## config.mk

```make
export PLATFORM = sky130hd
export DESIGN_NAME = quoted_token_splitter_unit
export DESIGN_NICKNAME = d
export VERILOG_FILES = /design/src/hw/rtl/qts_pkg.sv /design/src/hw/rtl/qts_step.sv /design/src/hw/rtl/quoted_token_splitter_unit.sv
export SDC_FILE = /design/constraint.sdc
export NUM_CORES = 1
export LEC_CHECK = 0
export ABC_AREA = 1
export BUFFER_PORTS_ARGS = -buffer_cell sky130_fd_sc_hd__buf_2
export CORE_AREA = 2 2 84 86
export DETAILED_ROUTE_END_ITERATION = 8
export DIE_AREA = 0 0 86 88
export PLACE_DENSITY = 0.74
export SYNTH_ARGS = -nofsm -noshare
export SYNTH_HDL_FRONTEND = slang
export SYNTH_SLANG_ARGS = --single-unit
```

## constraint.sdc

```tcl
create_clock -name clock -period 1.7 [get_ports clock]
set_input_delay 0 -clock clock [delete_from_list [all_inputs] [get_ports clock]]
set_output_delay 0 -clock clock [all_outputs]
set_load 0.005 [all_outputs]
```

## src/hw/rtl/qts_pkg.sv

```systemverilog
`default_nettype none

package qts_pkg;

   // scan modes of the tokenizer
   typedef enum logic [1:0] {
      MODE_BETWEEN = 2'd0,
      MODE_PLAIN   = 2'd1,
      MODE_QUOTED  = 2'd2,
      MODE_COMMENT = 2'd3
   } mode_type;

   // configuration register indexes
   localparam logic CSR_DELIM_COUNT = 1'b0;
   localparam logic CSR_DELIM_BYTES = 1'b1;

   // register reset values: space, tab, CR, LF
   localparam logic [2:0]  DELIM_COUNT_RESET = 3'd4;
   localparam logic [31:0] DELIM_BYTES_RESET = 32'h0A0D_0920;
   localparam int unsigned DELIM_SLOTS       = 4;

   // character constants
   localparam logic [7:0] CHAR_HASH  = 8'h23;
   localparam logic [7:0] CHAR_QUOTE = 8'h22;
   localparam logic [7:0] CHAR_BSLASH = 8'h5C;
   localparam logic [7:0] CHAR_N     = 8'h6E;
   localparam logic [7:0] CHAR_R     = 8'h72;
   localparam logic [7:0] CHAR_T     = 8'h74;
   localparam logic [7:0] CHAR_LF    = 8'h0A;
   localparam logic [7:0] CHAR_CR    = 8'h0D;
   localparam logic [7:0] CHAR_TAB   = 8'h09;

   // scanner state carried from byte to byte
   typedef struct packed {
      mode_type mode;
      logic     after_backslash;
      logic     backslash_odd;
      logic     attach_flag;
   } scan_state_type;

   localparam scan_state_type SCAN_STATE_RESET = '{
      mode:            MODE_BETWEEN,
      after_backslash: 1'b0,
      backslash_odd:   1'b0,
      attach_flag:     1'b1
   };

   // one result beat
   typedef struct packed {
      logic       byte_valid;
      logic [7:0] out_byte;
      logic       token_done;
      logic       line_done;
   } result_type;

endpackage

`default_nettype wire

```

## src/hw/rtl/qts_step.sv

```systemverilog
`default_nettype none

module qts_step (
   input  wire logic [7:0]             line_byte,
   input  wire logic                   line_last,
   input  wire logic [2:0]             delim_count,
   input  wire logic [31:0]            delim_bytes,
   input  wire qts_pkg::scan_state_type state_cur,
   output qts_pkg::scan_state_type     state_nxt,
   output qts_pkg::result_type         result
);

   logic       is_delim;
   logic [2:0] used_count;
   logic [7:0] escaped;

   // delimiter match, count above four acts as four
   always_comb begin
      used_count = (delim_count > 3'(qts_pkg::DELIM_SLOTS)) ?
                   3'(qts_pkg::DELIM_SLOTS) : delim_count;
      is_delim = 1'b0;
      for (int i = 0; i < qts_pkg::DELIM_SLOTS; i++) begin
         if ((3'(i) < used_count) && (delim_bytes[8*i +: 8] == line_byte)) begin
            is_delim = 1'b1;
         end
      end
   end

   // escape decoding
   always_comb begin
      case (line_byte)
         qts_pkg::CHAR_N: escaped = qts_pkg::CHAR_LF;
         qts_pkg::CHAR_R: escaped = qts_pkg::CHAR_CR;
         qts_pkg::CHAR_T: escaped = qts_pkg::CHAR_TAB;
         default:         escaped = line_byte;
      endcase
   end

   // mode transitions and result
   always_comb begin
      state_nxt = state_cur;
      result    = '0;
      case (state_cur.mode)
         qts_pkg::MODE_BETWEEN: begin
            if (!is_delim) begin
               if (line_byte == qts_pkg::CHAR_HASH) begin
                  state_nxt.mode = qts_pkg::MODE_COMMENT;
               end else if (line_byte == qts_pkg::CHAR_QUOTE) begin
                  state_nxt.mode            = qts_pkg::MODE_QUOTED;
                  state_nxt.after_backslash = 1'b0;
                  state_nxt.backslash_odd   = 1'b0;
               end else begin
                  state_nxt.mode    = qts_pkg::MODE_PLAIN;
                  result.byte_valid = 1'b1;
                  result.out_byte   = line_byte;
               end
            end
         end
         qts_pkg::MODE_PLAIN: begin
            if (is_delim) begin
               result.token_done = 1'b1;
               state_nxt.mode    = qts_pkg::MODE_BETWEEN;
            end else begin
               result.byte_valid = 1'b1;
               result.out_byte   = line_byte;
            end
         end
         qts_pkg::MODE_QUOTED: begin
            if ((line_byte == qts_pkg::CHAR_QUOTE) && !state_cur.backslash_odd) begin
               result.token_done         = 1'b1;
               state_nxt.mode            = qts_pkg::MODE_BETWEEN;
               state_nxt.after_backslash = 1'b0;
            end else if (line_byte == qts_pkg::CHAR_BSLASH) begin
               // second backslash of a pair follows the attach flag
               if (state_cur.after_backslash) begin
                  if (state_cur.attach_flag) begin
                     result.byte_valid = 1'b1;
                     result.out_byte   = qts_pkg::CHAR_BSLASH;
                  end
                  state_nxt.attach_flag = ~state_cur.attach_flag;
               end
               state_nxt.after_backslash = 1'b1;
               state_nxt.backslash_odd   = ~state_cur.backslash_odd;
            end else begin
               result.byte_valid         = 1'b1;
               result.out_byte           = state_cur.after_backslash ? escaped : line_byte;
               state_nxt.after_backslash = 1'b0;
               state_nxt.backslash_odd   = 1'b0;
            end
         end
         qts_pkg::MODE_COMMENT: begin
            state_nxt = state_cur;
         end
         default: begin
            state_nxt = state_cur;
         end
      endcase

      // line end closes any open token and restores the reset state
      if (line_last) begin
         if ((state_nxt.mode == qts_pkg::MODE_PLAIN) ||
             (state_nxt.mode == qts_pkg::MODE_QUOTED)) begin
            result.token_done = 1'b1;
         end
         state_nxt = qts_pkg::SCAN_STATE_RESET;
      end
      result.line_done = line_last;
   end

endmodule

`default_nettype wire

```

## src/hw/rtl/quoted_token_splitter_unit.sv

```systemverilog
`default_nettype none

// channel  direction  handshake            payload
// req      in         req_valid/req_stall  req_line_byte, req_line_last
// rsp      out        rsp_valid/rsp_stall  rsp_byte_valid, rsp_out_byte,
//                                          rsp_token_done, rsp_line_done
// csr      in         csr_write_enable     csr_index, csr_write_data
//
// one byte per cycle sustained while rsp is not stalled; a beat taken on req reaches rsp
// through the input register, then scanner logic into the result register
// reset is synchronous and restores delimiters and scanner state
// a stall on rsp while rsp_valid is high freezes both stages and is passed back to req in the same cycle

module quoted_token_splitter_unit (
   input  wire logic        clock,
   input  wire logic        reset,
   input  wire logic        req_valid,
   output logic             req_stall,
   input  wire logic [7:0]  req_line_byte,
   input  wire logic        req_line_last,
   output logic             rsp_valid,
   input  wire logic        rsp_stall,
   output logic             rsp_byte_valid,
   output logic [7:0]       rsp_out_byte,
   output logic             rsp_token_done,
   output logic             rsp_line_done,
   input  wire logic        csr_write_enable,
   input  wire logic        csr_index,
   input  wire logic [31:0] csr_write_data
);

   logic                    advance;
   logic                    in_valid_ff;
   logic [7:0]              in_byte_ff;
   logic                    in_last_ff;
   logic                    out_valid_ff;
   qts_pkg::result_type     out_result_ff;
   qts_pkg::result_type     result_in;
   qts_pkg::scan_state_type state_ff;
   qts_pkg::scan_state_type state_in;
   logic [2:0]              delim_count_ff;
   logic [31:0]             delim_bytes_ff;

   // both stages move together unless the result is held
   assign advance   = !out_valid_ff || !rsp_stall;
   assign req_stall = !advance;

   // configuration registers
   always_ff @(posedge clock) begin
      if (reset) begin
         delim_count_ff <= qts_pkg::DELIM_COUNT_RESET;
         delim_bytes_ff <= qts_pkg::DELIM_BYTES_RESET;
      end else if (csr_write_enable) begin
         case (csr_index)
            qts_pkg::CSR_DELIM_COUNT: delim_count_ff <= csr_write_data[2:0];
            qts_pkg::CSR_DELIM_BYTES: delim_bytes_ff <= csr_write_data;
            default: ;
         endcase
      end
   end

   // input register
   always_ff @(posedge clock) begin
      if (reset) begin
         in_valid_ff <= 1'b0;
      end else if (advance) begin
         in_valid_ff <= req_valid;
      end
   end

   always_ff @(posedge clock) begin
      if (advance) begin
         in_byte_ff <= req_line_byte;
         in_last_ff <= req_line_last;
      end
   end

   // scanner logic
   qts_step u_step (
      .line_byte   (in_byte_ff),
      .line_last   (in_last_ff),
      .delim_count (delim_count_ff),
      .delim_bytes (delim_bytes_ff),
      .state_cur   (state_ff),
      .state_nxt   (state_in),
      .result      (result_in)
   );

   // scanner state and result register
   always_ff @(posedge clock) begin
      if (reset) begin
         state_ff     <= qts_pkg::SCAN_STATE_RESET;
         out_valid_ff <= 1'b0;
      end else if (advance) begin
         out_valid_ff <= in_valid_ff;
         if (in_valid_ff) begin
            state_ff <= state_in;
         end
      end
   end

   always_ff @(posedge clock) begin
      if (advance) begin
         out_result_ff <= result_in;
      end
   end

   assign rsp_valid      = out_valid_ff;
   assign rsp_byte_valid = out_result_ff.byte_valid;
   assign rsp_out_byte   = out_result_ff.out_byte;
   assign rsp_token_done = out_result_ff.token_done;
   assign rsp_line_done  = out_result_ff.line_done;

endmodule

`default_nettype wire
```

==> flow_summary_export.csv <==
group,metric,value,unit
synth,synth.cell_area,3230,um2
global_route,grt_max_degree,38,
floorplan,core.rowCount,30,
setup_path,cp.buffers_inverters,2,
timing,timing.hold.ws,0.0319,ns
route,dr.first_iter.drc_count,229,
setup_path,critical_path_class,"reg -> reg",
timing,hold_viol,0,
route,drt_pass_1_iters,5,
setup_path,worstPathCellList,"inv_2, nand2_1, nand2_1, nor2_1, nand2_1, nor2_1, nand2_2, nand2_4, nor2_8, nand2_1, nand3_1, nand2_2, inv_2, nand2_1, nand3_1, nand2_1",
placement,port-buffer-count,59,
synth,netlist.area_leader.share,26.0,%
route,wl_met3,488,um
floorplan,core_area,6640,um2
route,detail_route.vias_per_cell,5.07,
route,via_count,3416,
synth,synthesis.instances,436,
timing,clock.fmax,491,MHz
route,met1_routed_length,3.80,mm
synth,yosys_warnings,0,
run,maxCapViolations,0,
setup_path,r2r.worst_path.cells,16,
final_layout,share_of_cells_above_drive_strength_1,31.1,%
timing,period_share,120,%
power,internal_power,0.00272,W
placement,detailedPlacementHpwl,5.95,mm
setup_path,path_max_fanout,7,
final_layout,flow.area_growth_from_synthesis,46.3,%
power,leakage,2.21,nW
route,totalWireLength,9.13,mm
timing,max_slew_headroom_at_the_worst_pin,56.4,%
route,number_of_nets_with_antenna_violations_after_routing,0,
floorplan,start_util,48.7,%
timing,setup_slack,-0.338,ns
synth,netlist_top_cells_count,"sky130_fd_sc_hd__nand2_1, sky130_fd_sc_hd__nor2_1, sky130_fd_sc_hd__inv_1",
synth,number_of_enable_type_register_cells_in_the_synthesized_netlist,20,
synth,ys_dominant_reg_cell,"sky130_fd_sc_hd__dfxtp_1",
synth,synth.largest_area_cell,"sky130_fd_sc_hd__dfxtp_1",
status,failed_checks,"setup timing",
clock_network,tritoncts,"done",
clock_network,cts-htree-levels,3,
power,power.switching_fraction,27.0,%
floorplan,fp.dieW,86,um
global_route,grt_pass1_wl,14.8,mm
clock_network,cts.root.buffer_cell,"sky130_fd_sc_hd__clkbuf_8",
timing,rsz0062_at_grt,"true",
floorplan,design.die.area,7570,um2
hold_path,min_delay_worst_endpoint,"delim_count_ff[2]",
setup_path,critPathMostFrequentCell,"sky130_fd_sc_hd__nand2_1",
setup_path,critical-path-top-delay-family,"simple AND/OR/NAND/NOR gates",
power,max-vdd-ir-drop,0.000663,V
timing,post-route-min-period,2.04,ns
setup_path,setup.worst_path.start_class,"flip-flop",
setup_path,crit_path_max_incr_delay,0.50,ns
setup_path,worst_setup_path_startpoint,"in_byte_ff[3]",
power,power_density,787,nW/um2
synth,synth.top_cells.by_area,"sky130_fd_sc_hd__dfxtp_1, sky130_fd_sc_hd__edfxtp_1, sky130_fd_sc_hd__nand2_1, sky130_fd_sc_hd__nor2_1, sky130_fd_sc_hd__inv_1",
clock_network,numCtsBuffers,9,
timing,setup-violations-final,15,
synth,synth-async-reset-ratio,0,%
timing,worst-slew-pin-transition,0.654,ns
hold_path,min_from,"csr_index",
status,run_status,"complete, but fails checks",
global_route,grt-ovfl-total,0,
route,post_drt_wl_per_cell,13.5,um
setup_path,cp_max_delay_cell,"sky130_fd_sc_hd__edfxtp_1",
setup_path,reg2reg_to,"rsp_token_done",
synth,synth_seq_area_share,44.6,%
global_route,grt_pass1_vias,3379,
clock_network,clk_path_buf_depth,2,
global_route,grt_antenna_before_repair,0,
route,maxUsedRoutingLayer,"met4",
hold_path,whs_path_depth,3,
power,seqPwrFrac,46.1,%
clock_network,clk_latency,0.35,ns
final_layout,finalNetCount,640,
synth,ys_seq_elements,62,
synth,netlist-cell-type-count,34,
setup_path,worst_r2r_startpoint,"in_byte_ff[3]",
power,power_switching,0.00101,W
synth,mappedNetlistNets,487,
final_layout,final.fill_count,502,
setup_path,r2r_setup_slack,-0.34,ns
setup_path,worstSetupEndpointType,"flip-flop",
synth,mean_post_synth_cell_area,7.42,um2
clock_network,clock_sinks,62,
timing,worst_setup_skew_after_layout,0.00939,ns
synth,synth_most_common_cell,"sky130_fd_sc_hd__nand2_1",
setup_path,worstSetupPathDepth,16,
setup_path,required_time_of_the_critical_path,1.81,ns
final_layout,n_antenna_cell,0,
floorplan,die-height,88,um
clock_network,clk_transition_reported_paths,0.07,ns
route,drc_errors,0,
power,power_frac_comb,19.4,%
floorplan,num_io_pins,60,
global_route,globalRouteTotalUtil,25.2,%
placement,finalWeightedCongestion,0.946,
route,detailroute.wirelength.met2,4.56,mm
power,clockPowerShare,34.5,%
setup_path,worstPathArrival,2.14,ns
final_layout,finalCoreUtilization,71.2,%
hold_path,timing.hold.worst.class,"in -> reg",
timing,report.final.slew_viol_count,0,
worst reg2reg max path, delay by kind of cell (launching register included):
kind / cells / cell delay (ns)
DFF: 1 / 0.50
buffers and inverters: 2 / 0.23
and+or+nand+nor: 14 / 1.06
flip-flops by register name, summed over array words and instances, names as in the netlist:
register / cells
in_last_ff: 1
state_ff: 5
delim_bytes_ff: 32
in_byte_ff: 8
rsp_out_byte: 8
rsp_token_done: 1
rsp_valid: 1
in_valid_ff: 1
delim_count_ff: 3
rsp_byte_valid: 1
rsp_line_done: 1
worst max-delay path by stage:
| stage | endpoint | slack [ns] |
|---|---|---|
| 2_1_floorplan | rsp_token_done | -0.06 |
| 3_3_place_gp | rsp_token_done | -0.24 |
| 3_5_place_dp | rsp_token_done | -0.30 |
| 4_1_cts | rsp_token_done | -0.26 |
| 5_1_grt | rsp_token_done | -0.45 |
| 6_report | rsp_token_done | -0.34 |
metrics by stage:
stage	setup TNS, ns	power [W]	worst slack [ns]	instances	cell area (um2)
after floorplan	-0.0558	0.00208	-0.0558	436	3240
after global placement	-1.91	0.00230	-0.242	603	3890
after detailed placement	-2.44	0.00232	-0.298	603	3890
after CTS	-2.40	0.00371	-0.263	673	4670
after global routing	-4.95	0.00388	-0.448	674	4730
final	-3.30	0.00373	-0.338	674	4730
final cells by class:
type                       count  area (um2)  area share (%)
timing repair buffer         159        1170            24.6
tap                           80         100            2.11
sequential                    62        1440            30.5
multi-input combinational    303        1620            34.3
inverter                      54         213            4.49
clock buffer                  12         145            3.07
clock inverter                 4        46.3           0.978
power by group through the flow:
stage / logic [W] / registers, W / clock network, W
floorplan: 0.000351 / 0.00173 / 0
global placement: 0.000562 / 0.00174 / 0
detailed placement: 0.000573 / 0.00175 / 0
global route: 0.000796 / 0.00173 / 0.00135
finish: 0.000721 / 0.00172 / 0.00129
CTS: 0.000694 / 0.00171 / 0.00130
layout by cell type (no fill, tap or decap), types with 20 or more instances in the layout:
master | Yosys | routed
sky130_fd_sc_hd__dlygate4sd3_1 | 0 | 45
sky130_fd_sc_hd__inv_1 | 43 | 41
sky130_fd_sc_hd__nor2_1 | 61 | 56
sky130_fd_sc_hd__nand2_1 | 104 | 97
sky130_fd_sc_hd__buf_2 | 4 | 59
sky130_fd_sc_hd__buf_4 | 2 | 53
sky130_fd_sc_hd__o21ai_0 | 31 | 30
sky130_fd_sc_hd__nand3_1 | 25 | 21
sky130_fd_sc_hd__edfxtp_1 | 20 | 20
sky130_fd_sc_hd__a21oi_1 | 25 | 20
sky130_fd_sc_hd__dfxtp_1 | 42 | 42
what timing repair did:
action	4_1_cts	5_1_grt
hold endpoints to repair	47	0
setup buffers	8	2
pin swaps	11	5
gates resized for setup	18	18
hold buffers	46	0
endpoints found under the setup margin	15	16
kinds of logic (layout without fill, tap and decap cells):
kind of cell,count (synthesis),in the layout,synth area share [%]
AOI/OAI and AO/OA,75,75,13.6
DFF,62,62,44.6
and+or+nand+nor,212,212,28.4
buffers and inverters,71,229,8.63
adders and majority gates,4,4,1.55
xor gates and xnor gates,12,12,3.25
layer usage:
layer	vias up	GRT usage (%)
met5	-	0
met4	0	13.1
met3	27	5.00
met2	121	44.7
met1	1560	28.6
li1	1708	-
(Power assumes the default switching activity.)
